### config.mk
export PLATFORM = sky130hd
export DESIGN_NAME = adjacency_matrix_graph_traversal
export DESIGN_NICKNAME = d
export VERILOG_FILES = /design/src/rtl/amgt_pkg.sv /design/src/rtl/amgt_adj_mem.sv /design/src/rtl/amgt_list_mem.sv /design/src/rtl/adjacency_matrix_graph_traversal.sv
export SDC_FILE = /design/constraint.sdc
export NUM_CORES = 2
export LEC_CHECK = 0
export BUFFER_PORTS_ARGS = -buffer_cell sky130_fd_sc_hd__buf_2
export CAP_MARGIN = 20
export CORE_ASPECT_RATIO = 1.4
export CORE_UTILIZATION = 55
export DETAILED_ROUTE_END_ITERATION = 7
export MAX_ROUTING_LAYER = met4
export PLACE_DENSITY_LB_ADDON = 0.3
export SYNTH_ARGS = -nofsm -noshare
export SYNTH_HDL_FRONTEND = slang
export SYNTH_SLANG_ARGS = --single-unit
### constraint.sdc
create_clock -name clock -period 10.8 [get_ports clock]
set_input_delay 0.54 -clock clock [delete_from_list [all_inputs] [get_ports clock]]
set_output_delay 0.54 -clock clock [all_outputs]
set_load 0.1 [all_outputs]
### src/rtl/amgt_pkg.sv
`timescale 1ns / 1ps
// ---------------------------------------------------------------------------
// amgt_pkg
// Shared field widths, stream packing offsets, register map and mode codes
// for the adjacency-matrix graph traversal block.
// ---------------------------------------------------------------------------
package amgt_pkg;

   // item field widths
   localparam int MODE_W = 2;
   localparam int NODE_W = 5;
   localparam int ROW_W  = 32;
   localparam int CNT_W  = 6;

   // largest graph the fixed field widths can describe
   localparam int NODE_LIMIT = 32;

   // request tdata: row_index, row_bits, start_node (lowest first), byte padded
   localparam int REQ_TDATA_W   = 48;
   localparam int ROW_INDEX_LSB = 0;
   localparam int ROW_BITS_LSB  = ROW_INDEX_LSB + NODE_W;
   localparam int START_LSB     = ROW_BITS_LSB + ROW_W;

   // response tdata: node; tuser: error, all_reached
   localparam int RSP_TDATA_W     = 8;
   localparam int RSP_TUSER_W     = 2;
   localparam int TUSER_ERROR_BIT = 0;
   localparam int TUSER_ALL_BIT   = 1;

   // register port
   localparam int CSR_ADDR_W = 2;
   localparam int CSR_DATA_W = 32;
   localparam logic [CSR_ADDR_W-1:0] CSR_NODE_COUNT_ADDR = 2'd0;
   localparam logic [CNT_W-1:0]      NODE_COUNT_RESET    = 6'd32;

   typedef enum logic [MODE_W-1:0] {
      MODE_LOAD = 2'd0,
      MODE_BFS  = 2'd1,
      MODE_DFS  = 2'd2
   } mode_type;

endpackage

### src/rtl/amgt_adj_mem.sv
`timescale 1ns / 1ps
// ---------------------------------------------------------------------------
// amgt_adj_mem
// Adjacency row store: one write port, one registered read port. Per-row
// valid bits make rows never loaded since reset read as zero.
// ---------------------------------------------------------------------------
module amgt_adj_mem #(
   parameter int DEPTH  = 32,
   parameter int WIDTH  = 32,
   parameter int ADDR_W = 5
) (
   input  logic              clock,
   input  logic              reset,
   input  logic              wr_en,
   input  logic [ADDR_W-1:0] wr_addr,
   input  logic [WIDTH-1:0]  wr_data,
   input  logic              rd_en,
   input  logic [ADDR_W-1:0] rd_addr,
   output logic [WIDTH-1:0]  rd_data
);

   logic [WIDTH-1:0] rows_ff [DEPTH];
   logic [DEPTH-1:0] valid_ff;
   logic [WIDTH-1:0] rd_data_ff;
   logic             rd_valid_ff;

   always_ff @(posedge clock) begin
      if (wr_en) begin
         rows_ff[wr_addr] <= wr_data;
      end
      if (rd_en) begin
         rd_data_ff <= rows_ff[rd_addr];
      end
   end

   always_ff @(posedge clock) begin
      if (reset) begin
         valid_ff    <= '0;
         rd_valid_ff <= 1'b0;
      end else begin
         if (wr_en) begin
            valid_ff[wr_addr] <= 1'b1;
         end
         if (rd_en) begin
            rd_valid_ff <= valid_ff[rd_addr];
         end
      end
   end

   assign rd_data = rd_valid_ff ? rd_data_ff : '0;

endmodule

### src/rtl/amgt_list_mem.sv
`timescale 1ns / 1ps
// ---------------------------------------------------------------------------
// amgt_list_mem
// Work list RAM (BFS queue / DFS stack): one write, one registered read.
// Contents undefined until written.
// ---------------------------------------------------------------------------
module amgt_list_mem #(
   parameter int DEPTH  = 32,
   parameter int WIDTH  = 5,
   parameter int ADDR_W = 5
) (
   input  logic              clock,
   input  logic              wr_en,
   input  logic [ADDR_W-1:0] wr_addr,
   input  logic [WIDTH-1:0]  wr_data,
   input  logic              rd_en,
   input  logic [ADDR_W-1:0] rd_addr,
   output logic [WIDTH-1:0]  rd_data
);

   logic [WIDTH-1:0] entries_ff [DEPTH];
   logic [WIDTH-1:0] rd_data_ff;

   always_ff @(posedge clock) begin
      if (wr_en) begin
         entries_ff[wr_addr] <= wr_data;
      end
      if (rd_en) begin
         rd_data_ff <= entries_ff[rd_addr];
      end
   end

   assign rd_data = rd_data_ff;

endmodule

### src/rtl/adjacency_matrix_graph_traversal.sv
`timescale 1ns / 1ps
// ---------------------------------------------------------------------------
// adjacency_matrix_graph_traversal
// Adjacency bit matrix loaded row by row; BFS and DFS traversals stream out
// the visited nodes in order, flagging the last one and full reachability.
// ---------------------------------------------------------------------------
//
//  channel | direction | fields
//  --------+-----------+-----------------------------------------------------
//  req_*   | in        | tuser: mode; tdata: row_index, row_bits, start_node
//  rsp_*   | out       | tdata: node; tlast: last; tuser: error, all_reached
//  csr_*   | in/out    | node_count at byte address 0
//
//  Flow: a load or an unused mode leaves the block idle and ready for
//  the next request. Each work list pop reads the list entry and then
//  its adjacency row through the two RAMs in turn; a DFS push reads the
//  adjacency row of the pushed node directly.
//  Reset: synchronous; adjacency rows read as zero until loaded.
//  Stalls: rsp_tready low freezes the traversal at its next transfer; the
//  final result may wait in the output register while new items are taken.
// ---------------------------------------------------------------------------
module adjacency_matrix_graph_traversal #(
   parameter int MAX_NODES = 32
) (
   input  logic                                clock,
   input  logic                                reset,
   // request stream
   input  logic                                req_tvalid,
   output logic                                req_tready,
   input  logic [amgt_pkg::REQ_TDATA_W-1:0]    req_tdata,  // row_index, row_bits, start_node
   input  logic [amgt_pkg::MODE_W-1:0]         req_tuser,  // mode
   // response stream
   output logic                                rsp_tvalid,
   input  logic                                rsp_tready,
   output logic [amgt_pkg::RSP_TDATA_W-1:0]    rsp_tdata,  // node
   output logic                                rsp_tlast,
   output logic [amgt_pkg::RSP_TUSER_W-1:0]    rsp_tuser,  // error, all_reached
   // register port
   input  logic                                csr_psel,
   input  logic                                csr_penable,
   input  logic                                csr_pwrite,
   input  logic [amgt_pkg::CSR_ADDR_W-1:0]     csr_paddr,
   input  logic [amgt_pkg::CSR_DATA_W-1:0]     csr_pwdata,
   output logic [amgt_pkg::CSR_DATA_W-1:0]     csr_prdata,
   output logic                                csr_pready
);

   import amgt_pkg::*;

   localparam int NODE_CAP = (MAX_NODES < NODE_LIMIT) ? MAX_NODES : NODE_LIMIT;
   localparam int IDX_W    = $clog2(NODE_CAP);
   localparam int PTR_W    = $clog2(NODE_CAP + 1);

   typedef enum logic [6:0] {
      S_IDLE   = 7'b0000001,
      S_POP    = 7'b0000010,   // read work list head / stack top
      S_LIST   = 7'b0000100,   // read adjacency row of listed node
      S_ROW    = 7'b0001000,   // read adjacency row of node just pushed
      S_LOAD   = 7'b0010000,   // capture unvisited neighbours
      S_SCAN   = 7'b0100000,   // take lowest neighbour per transfer
      S_FINISH = 7'b1000000    // release held node as last result
   } state_type;

   // lowest set bit of a one-hot word to its index
   function automatic logic [IDX_W-1:0] onehot_index(input logic [NODE_CAP-1:0] onehot);
      logic [IDX_W-1:0] idx;
      idx = '0;
      for (int j = 0; j < NODE_CAP; j++) begin
         if (onehot[j]) begin
            idx = idx | IDX_W'(j);
         end
      end
      return idx;
   endfunction

   state_type             state_ff, state_in;
   logic                  is_bfs_ff, is_bfs_in;
   logic [PTR_W-1:0]      head_ff, head_in;
   logic [PTR_W-1:0]      ptr_ff, ptr_in;       // BFS tail or DFS depth
   logic [IDX_W-1:0]      cur_ff, cur_in;
   logic [NODE_CAP-1:0]   cand_ff, cand_in;
   logic [NODE_CAP-1:0]   visited_ff, visited_in;
   logic [NODE_CAP-1:0]   mask_ff, mask_in;
   logic [NODE_W-1:0]     hold_node_ff, hold_node_in;
   logic                  hold_err_ff, hold_err_in;
   logic                  rsp_valid_ff, rsp_valid_in;
   logic [NODE_W-1:0]     rsp_node_ff, rsp_node_in;
   logic                  rsp_last_ff, rsp_last_in;
   logic                  rsp_err_ff, rsp_err_in;
   logic                  rsp_all_ff, rsp_all_in;
   logic [CNT_W-1:0]      node_count_ff, node_count_in;

   // request fields
   mode_type              req_mode;
   logic [NODE_W-1:0]     req_row_index;
   logic [ROW_W-1:0]      req_row_bits;
   logic [NODE_W-1:0]     req_start;
   logic                  req_fire;

   logic [CNT_W-1:0]      count_eff;
   logic [NODE_CAP-1:0]   count_mask;
   logic                  start_bad;
   logic                  out_free;
   logic [NODE_CAP-1:0]   low_bit;
   logic [IDX_W-1:0]      low_idx;
   logic [PTR_W-1:0]      stack_top;
   logic                  csr_write;

   // memory ports
   logic                  adj_wr_en;
   logic [IDX_W-1:0]      adj_wr_addr;
   logic [NODE_CAP-1:0]   adj_wr_data;
   logic                  adj_rd_en;
   logic [IDX_W-1:0]      adj_rd_addr;
   logic [NODE_CAP-1:0]   adj_rd_data;
   logic                  list_wr_en;
   logic [IDX_W-1:0]      list_wr_addr;
   logic [IDX_W-1:0]      list_wr_data;
   logic                  list_rd_en;
   logic [IDX_W-1:0]      list_rd_addr;
   logic [IDX_W-1:0]      list_rd_data;

   assign req_mode      = mode_type'(req_tuser);
   assign req_row_index = req_tdata[ROW_INDEX_LSB +: NODE_W];
   assign req_row_bits  = req_tdata[ROW_BITS_LSB +: ROW_W];
   assign req_start     = req_tdata[START_LSB +: NODE_W];

   assign req_tready = (state_ff == S_IDLE);
   assign req_fire   = req_tvalid && req_tready;

   // node count saturates at the matrix size
   assign count_eff = (node_count_ff > CNT_W'(NODE_CAP)) ? CNT_W'(NODE_CAP) : node_count_ff;
   assign start_bad = (CNT_W'(req_start) >= count_eff);

   always_comb begin
      for (int j = 0; j < NODE_CAP; j++) begin
         count_mask[j] = (CNT_W'(j) < count_eff);
      end
   end

   // output register slot can take a new result this cycle
   assign out_free = !rsp_valid_ff || rsp_tready;

   // lowest unvisited neighbour
   assign low_bit = cand_ff & (~cand_ff + NODE_CAP'(1));
   assign low_idx = onehot_index(low_bit);

   // register port
   assign csr_pready = 1'b1;
   assign csr_write  = csr_psel && csr_penable && csr_pwrite && csr_pready;
   assign csr_prdata = (csr_paddr == CSR_NODE_COUNT_ADDR)
                       ? CSR_DATA_W'(node_count_ff) : '0;
   assign node_count_in = (csr_write && csr_paddr == CSR_NODE_COUNT_ADDR)
                          ? csr_pwdata[CNT_W-1:0] : node_count_ff;

   // row loads
   assign adj_wr_en   = req_fire && (req_mode == MODE_LOAD)
                        && (CNT_W'(req_row_index) < CNT_W'(NODE_CAP));
   assign adj_wr_addr = req_row_index[IDX_W-1:0];
   assign adj_wr_data = req_row_bits[NODE_CAP-1:0];

   // row reads: listed node or node just pushed
   assign adj_rd_en   = (state_ff == S_LIST) || (state_ff == S_ROW);
   assign adj_rd_addr = (state_ff == S_LIST) ? list_rd_data : cur_ff;

   // work list reads: queue head or stack top
   assign stack_top    = ptr_ff - PTR_W'(1);
   assign list_rd_en   = (state_ff == S_POP);
   assign list_rd_addr = is_bfs_ff ? head_ff[IDX_W-1:0] : stack_top[IDX_W-1:0];

   always_comb begin
      state_in     = state_ff;
      is_bfs_in    = is_bfs_ff;
      head_in      = head_ff;
      ptr_in       = ptr_ff;
      cur_in       = cur_ff;
      cand_in      = cand_ff;
      visited_in   = visited_ff;
      mask_in      = mask_ff;
      hold_node_in = hold_node_ff;
      hold_err_in  = hold_err_ff;
      rsp_valid_in = rsp_valid_ff && !rsp_tready;
      rsp_node_in  = rsp_node_ff;
      rsp_last_in  = rsp_last_ff;
      rsp_err_in   = rsp_err_ff;
      rsp_all_in   = rsp_all_ff;
      list_wr_en   = 1'b0;
      list_wr_addr = ptr_ff[IDX_W-1:0];
      list_wr_data = low_idx;

      case (state_ff)
         S_IDLE: begin
            if (req_fire && (req_mode == MODE_BFS || req_mode == MODE_DFS)) begin
               is_bfs_in    = (req_mode == MODE_BFS);
               hold_node_in = req_start;
               if (start_bad) begin
                  // bad start: single error result, state untouched
                  hold_err_in = 1'b1;
                  state_in    = S_FINISH;
               end else begin
                  hold_err_in  = 1'b0;
                  mask_in      = count_mask;
                  visited_in   = NODE_CAP'(1) << req_start[IDX_W-1:0];
                  list_wr_en   = 1'b1;
                  list_wr_addr = '0;
                  list_wr_data = req_start[IDX_W-1:0];
                  head_in      = '0;
                  ptr_in       = PTR_W'(1);
                  state_in     = S_POP;
               end
            end
         end
         S_POP: begin
            if (is_bfs_ff) begin
               if (head_ff == ptr_ff) begin
                  state_in = S_FINISH;
               end else begin
                  head_in  = head_ff + PTR_W'(1);
                  state_in = S_LIST;
               end
            end else begin
               state_in = (ptr_ff == '0) ? S_FINISH : S_LIST;
            end
         end
         S_LIST: begin
            state_in = S_LOAD;
         end
         S_ROW: begin
            state_in = S_LOAD;
         end
         S_LOAD: begin
            cand_in  = adj_rd_data & mask_ff & ~visited_ff;
            state_in = S_SCAN;
         end
         S_SCAN: begin
            if (cand_ff == '0) begin
               // row exhausted; DFS backtracks one level
               if (!is_bfs_ff) begin
                  ptr_in = ptr_ff - PTR_W'(1);
               end
               state_in = S_POP;
            end else if (out_free) begin
               // previous node goes out, new one is held until its successor is known
               rsp_valid_in = 1'b1;
               rsp_node_in  = hold_node_ff;
               rsp_last_in  = 1'b0;
               rsp_err_in   = 1'b0;
               rsp_all_in   = 1'b0;
               hold_node_in = NODE_W'(low_idx);
               visited_in   = visited_ff | low_bit;
               cand_in      = cand_ff & ~low_bit;
               list_wr_en   = 1'b1;
               ptr_in       = ptr_ff + PTR_W'(1);
               if (!is_bfs_ff) begin
                  cur_in   = low_idx;
                  state_in = S_ROW;
               end
            end
         end
         S_FINISH: begin
            if (out_free) begin
               rsp_valid_in = 1'b1;
               rsp_node_in  = hold_node_ff;
               rsp_last_in  = 1'b1;
               rsp_err_in   = hold_err_ff;
               rsp_all_in   = !hold_err_ff && (visited_ff == mask_ff);
               state_in     = S_IDLE;
            end
         end
         default: begin
            state_in = S_IDLE;
         end
      endcase
   end

   always_ff @(posedge clock) begin
      if (reset) begin
         state_ff      <= S_IDLE;
         rsp_valid_ff  <= 1'b0;
         node_count_ff <= NODE_COUNT_RESET;
         head_ff       <= '0;
         ptr_ff        <= '0;
         is_bfs_ff     <= 1'b0;
      end else begin
         state_ff      <= state_in;
         rsp_valid_ff  <= rsp_valid_in;
         node_count_ff <= node_count_in;
         head_ff       <= head_in;
         ptr_ff        <= ptr_in;
         is_bfs_ff     <= is_bfs_in;
      end
   end

   always_ff @(posedge clock) begin
      cur_ff       <= cur_in;
      cand_ff      <= cand_in;
      visited_ff   <= visited_in;
      mask_ff      <= mask_in;
      hold_node_ff <= hold_node_in;
      hold_err_ff  <= hold_err_in;
      rsp_node_ff  <= rsp_node_in;
      rsp_last_ff  <= rsp_last_in;
      rsp_err_ff   <= rsp_err_in;
      rsp_all_ff   <= rsp_all_in;
   end

   assign rsp_tvalid = rsp_valid_ff;
   assign rsp_tdata  = RSP_TDATA_W'(rsp_node_ff);
   assign rsp_tlast  = rsp_last_ff;
   always_comb begin
      rsp_tuser                  = '0;
      rsp_tuser[TUSER_ERROR_BIT] = rsp_err_ff;
      rsp_tuser[TUSER_ALL_BIT]   = rsp_all_ff;
   end

   amgt_adj_mem #(
      .DEPTH  (NODE_CAP),
      .WIDTH  (NODE_CAP),
      .ADDR_W (IDX_W)
   ) u_adj_mem (
      .clock   (clock),
      .reset   (reset),
      .wr_en   (adj_wr_en),
      .wr_addr (adj_wr_addr),
      .wr_data (adj_wr_data),
      .rd_en   (adj_rd_en),
      .rd_addr (adj_rd_addr),
      .rd_data (adj_rd_data)
   );

   amgt_list_mem #(
      .DEPTH  (NODE_CAP),
      .WIDTH  (IDX_W),
      .ADDR_W (IDX_W)
   ) u_list_mem (
      .clock   (clock),
      .wr_en   (list_wr_en),
      .wr_addr (list_wr_addr),
      .wr_data (list_wr_data),
      .rd_en   (list_rd_en),
      .rd_addr (list_rd_addr),
      .rd_data (list_rd_data)
   );

endmodule

* Word-level counts from Yosys, hierarchy flattened
Memories as Yosys holds them, arrays and structs flattened. A register that Yosys moved wholly into a read port is not among the register bits.
Index checks and enable logic that the tools add are counted.
W data, S select, Z words.
** Word-level totals
- Register bits after elaboration :: 175
- RAM bits :: 1184
- Output and inout bits :: 46
- Logic and storage cells :: 323
- Memories :: 2
** Operators by class
- Add/subtract/negate cells :: 4
- Order comparisons :: 37
- Eq/ne operators :: 22
- Shift-type cells :: 1
- Muxes and demuxes :: 193
- Bitwise logic cells :: 9
- Reductions and logical operators :: 37
** Memory list
- u_adj_mem.rows_ff :: words 32, bits a word 32, rd ports 1, clocked after Yosys merged registers in 1, wr ports 1, RTL line amgt_adj_mem.sv:22 : logic [WIDTH-1:0] rows_ff [DEPTH];
- u_list_mem.entries_ff :: words 32, bits a word 5, rd ports 1, clocked after Yosys merged registers in 1, wr ports 1, RTL line amgt_list_mem.sv:21 : logic [WIDTH-1:0] entries_ff [DEPTH];
** Operators by type and width (count)
- $mux W32 :: 23
- $mux W5 :: 52
- $mux W7 :: 22
- $mux W6 :: 25
- $and A32 B32 Y32 :: 4
- $pmux W32 S2 :: 2
- $lt A5 B6 Y1 const A :: 16
- $not A32 Y32 :: 3
- $or A32 B32 Y32 :: 2
- $lt A4 B6 Y1 const A :: 8
- $mux W1 :: 43
- $pmux W7 S6 :: 1
- $add A32 B1 Y32 const B :: 1
- $eq A32 B32 Y1 :: 1
- $logic_not A32 Y1 :: 1
- $mux W4 :: 8
- $shl A1 B5 Y32 const A :: 1
- $lt A3 B6 Y1 const A :: 4
- $pmux W6 S2 :: 2
- $pmux W5 S2 :: 2
- $reduce_and A4 Y1 :: 4
- $reduce_and A5 Y1 :: 3
- $ne A2 B2 Y1 const B :: 7
- $add A6 B1 Y6 const B :: 2
- 33 further kinds :: 66

* Logic depth before layout (Yosys ltp)
- Depth after elaboration :: 43
- Mapped depth :: 12
- Mapped depth without buffers :: 10

* By module
A second synthesis with hierarchy kept.
** Second synthesis, totals
- Cell total of the unflattened synthesis :: 2880
- Area, all modules :: 56030.0 um2
** Modules (own cells, without submodules)
- amgt_adj_mem :: times used 1, cells each 1709, area an instance 41303.4 um2, seq. area each 32371.0 um2
- adjacency_matrix_graph_traversal :: times used 1, cells each 894, area an instance 8331.7 um2, seq. area each 3993.8 um2
- amgt_list_mem :: times used 1, cells each 277, area an instance 6394.9 um2, seq. area each 4954.8 um2

* Least setup slack after synthesis
OpenSTA, ideal clock, no wires.
- Kind :: register -> register
- Start point :: register state_ff[0]
- End point :: register u_adj_mem.rd_valid_ff
- Setup time :: 124 ps
- Data arrival time :: 3865 ps
- Required time :: 10676 ps
- Path slack :: 6812 ps
- Stages on the path, launching flop included :: 9
- Clock period less this slack :: 3988 ps
- Cell sequence :: dfxtp_1 -> or3_1 -> buf_2 -> nor4_2 -> inv_1 -> or2_2 -> a211oi_1 -> and3_1 -> nor3_1
** RTL lines
- start, declared :: RTL line adjacency_matrix_graph_traversal.sv:76 : state_type state_ff, state_in;
- start signal, assigned :: RTL line adjacency_matrix_graph_traversal.sv:285 : state_ff <= state_in;
- $eq A7 B3 Y1 or $eq A7 B4 Y1 (tied branches) :: RTL line adjacency_matrix_graph_traversal.sv:163 : assign adj_rd_en = (state_ff == S_LIST) || (state_ff == S_ROW);
- $logic_or A1 B1 Y1 (*) :: RTL line adjacency_matrix_graph_traversal.sv:163
- net adj_rd_en :: RTL line adjacency_matrix_graph_traversal.sv:113 : logic adj_rd_en;
- $reduce_bool A2 Y1 (no line) (*)
- end signal, assigned :: RTL line amgt_adj_mem.sv:45 : rd_valid_ff <= valid_ff[rd_addr];
- end, declared :: RTL line amgt_adj_mem.sv:25 : logic rd_valid_ff;
The timed path passes the listed nets; every way through them passes the cells marked *. The select of a mux whose other input is x is not followed.
A chain may end at the register's enable or synchronous reset.

* Final worst setup path
- Start point :: register state_ff[0]
- End point :: register u_adj_mem.rd_data_ff[20], read port of u_adj_mem.rows_ff (data pin)
** On the way
- Longest elaborated chain between the ends :: 2
** RTL lines
- $eq A7 B3 Y1 or $eq A7 B4 Y1 (tied branches) :: RTL line adjacency_matrix_graph_traversal.sv:163, adjacency_matrix_graph_traversal.sv:164
- $mux W5 or $logic_or A1 B1 Y1 (tied branches) :: RTL line adjacency_matrix_graph_traversal.sv:164, adjacency_matrix_graph_traversal.sv:163
- end, declared :: RTL line amgt_adj_mem.sv:24 : logic [WIDTH-1:0] rd_data_ff;
Several ways; a longest one is shown, not always the timed one.

==> results.py <==
metrics = {
    "timing": {
        "period_share": 0.5787,
        "final_hold_viol_count": 0,
        "post-route-min-period_ns": 6.250,
        "setup_ws_ns": 4.550,
        "fmax_mhz": 160.0,
        "skew_ns": 0.03801,
        "maxSlewHeadroom": 0.2598,
        "finalSetupViolations": 0,
        "rsz0062_at_grt": "false",
        "max_slew.worst_pin.slew_ns": 1.110,
        "fin_tns_setup_ns": 0,
        "maxSlewViolCount": 0,
    },
    "synth": {
        "ys_types": 83,
        "synth-edff-count": 1336,
        "syn-cell-area_um2": 57530,
        "ys_seq_area_frac": 0.7182,
        "synthArstFlopShare": 0,
        "yosysWarningCount": 0,
        "synthTopCellsByArea": "edfxtp_1, nand2_1, a211oi_1, and3_1, mux2i_1",
        "synth.avg_cell_area_um2": 13.61,
        "ys_seq_elements": 1396,
        "syn_inst": 4228,
        "netlist.area_leader.share": 0.6973,
        "ys.flop_type": "edfxtp_1",
        "yosysTopAreaCell": "edfxtp_1",
    },
    "setup_path": {
        "arrival_ns": 6.71,
        "cp.required_ns": 11.26,
        "endpoint_kind": "register",
        "path_max_fanout": 108,
        "critPathLaunchType": "register",
        "worstSetupPathType": "reg -> reg",
    },
    "floorplan": {
        "die_h_um": 384.7,
        "std_cell_rows": 140,
        "io_pins": 137,
        "core-area_um2": 103900,
        "start_util": 0.5539,
        "design.die.area_um2": 105900,
        "die_w_um": 275.3,
    },
    "placed_design": {
        "pre_cts_ws_ns": 4.705,
        "hpwl_um": 80350,
        "numPlacedInstances": 5435,
        "globalplace.congestion": 0.9590,
        "portBuffers": 74,
    },
    "layout": {
        "instances_no_fill": 5686,
        "areaGrowthSynthToFinish_pct": 10.20,
        "final_nets": 4327,
        "drive_gt1_frac": 0.09732,
        "fin_util": 0.6103,
    },
    "global_route": {
        "grt_pass1_vias": 34481,
        "grt_pass1_wl_um": 211400,
        "grt_max_degree": 197,
        "grt.total_usage": 0.2789,
        "grt_overflow": 0,
        "antenna_found_initial": 11,
    },
    "pwr": {
        "power_mw": 11.08,
        "ir_drop_v": 0.0001667,
        "leakage_nw": 20.99,
        "power.density_cell_area_nw_per_um2": 174.7,
    },
    "cts": {
        "cts_tree": "yes",
        "cts_sinks": 1396,
        "insertion_delay_ns": 0.76,
        "cts_setup_buffers": 0,
        "cts-root-buf": "clkbuf_16",
        "htree_levels": 4,
        "cts_buffers": 130,
        "clockBufferDepth": 3,
        "clk_pin_slew_ns": 0.07,
    },
    "route": {
        "dr_wl_met2_um": 72800,
        "top_layer": "met4",
        "drt_iter0_drc": 3728,
        "dr.pass1.iters": 6,
        "wl_met1_um": 54670,
        "wire_per_inst_um": 25.27,
        "routed_via_density": 6.308,
        "ant_nets": 0,
        "routed_wl_um": 143700,
        "drc": 0,
        "vias": 35870,
        "dr_wl_met3_um": 11280,
    },
    "outcome": {
        "status": "finished clean",
    },
    "min_path": {
        "worstHoldPathType": "in -> reg",
    },
    "flow_run": {
        "drv_cap": 0,
    },
}
layout by cell type, fill, tap and decap left out, types with 64 or more instances in the layout:
master     instances
and3_1           272
buf_2             74
nand4_1           96
nor2_1           102
clkbuf_16        130
o22ai_1           64
nor4_1            84
o21ai_0           64
buf_4             67
mux2i_1          160
nand3_1          315
edfxtp_1        1336
a211oi_1         263
nand2_1          594
worst max-delay path, stage by stage, from the launching register on:
cell and delay (ns):
dfxtp_1 0.36, nor3_2 0.86, nand3_4 0.86, nand2_8 0.89
buf_4 0.77, buf_4 0.75, a211oi_1 0.17, nor4_1 0.37
o22ai_1 0.23, a221oi_1 0.51
synthesized netlist by cell type, types with 64 or more instances:
library cell and number:
mux2i_1 161, nand2_1 597, o21ai_0 64, nand3_1 316, nor4_1 85, o22ai_1 65
a211oi_1 263, clkbuf_1 192, nand4_1 96, nor2_1 138, buf_2 65, and3_1 272
edfxtp_1 1336
final timing paths:
kind | from | end | slack (ns) | cells after the start
max | state_ff[0] | u_adj_mem.rd_data_ff[20] | 4.55 | 9
min | reset | node_count_ff[1] | 0.19 | 2
max reg2reg | state_ff[0] | u_adj_mem.rd_data_ff[20] | 4.55 | 9
min reg2reg | hold_node_ff[1] | rsp_node_ff[1] | 0.41 | 0
what timing repair did:
item | CTS | global route
resized for setup | 0 | 0
hold endpoints to repair | 6 | 0
hold buffers | 6 | 0
per-stage QoR:
| stage | hold WS, ns | instance area [um^2] |
|---|---|---|
| 2_1_floorplan | 0.4003 | 57640 |
| 3_3_place_gp | 0.4071 | 59250 |
| 3_5_place_dp | 0.4045 | 59250 |
| 4_1_cts | 0.1537 | 63350 |
| 5_1_grt | 0.1753 | 63400 |
| 6_report | 0.1913 | 63400 |
layout make-up:
class	count	area, um^2
Sequential cell	1396	41320
Antenna cell	11	27.53
Clock inverter	65	598.1
Clock buffer	168	3446
Fill cell	7602	40480
Inverter	56	210.2
Timing Repair Buffer	150	993.5
Multi-Input combinational cell	2491	15120
Tap cell	1349	1688
report_power, final:
group          switching [mW]  internal [mW]
logic                   0.442          0.172
registers              0.0355           6.00
clock network            1.96           2.46
total                    2.44           8.64
cells by family after synthesis:
family / share of synthesized area
flops: 0.7182
compound gates: 0.07405
xor+xnor: 0.002893
buf+inv: 0.02779
simple gates: 0.1424
fa+ha+maj: 0.002392
other cells: 0.0001305
mux: 0.03212
layer usage:
layer  vias to the layer above  global-route usage
met4                         0              0.1075
met3                       314             0.05070
li1                      16196                   -
met2                      1576              0.4611
met1                     17784              0.3402
met5                         -                   -
flip-flops by register name, summed over array words and instances, names as in the netlist, 6 cells and up:
name and count:
u_adj_mem.rd_data_ff 32, mask_ff 32, u_adj_mem.valid_ff 32, state_ff 7, head_ff 6, node_count_ff 6, u_list_mem.entries_ff 160, cand_ff 32
ptr_ff 6, visited_ff 32, u_adj_mem.rows_ff 1024
Power figures use the tool's default switching activity.
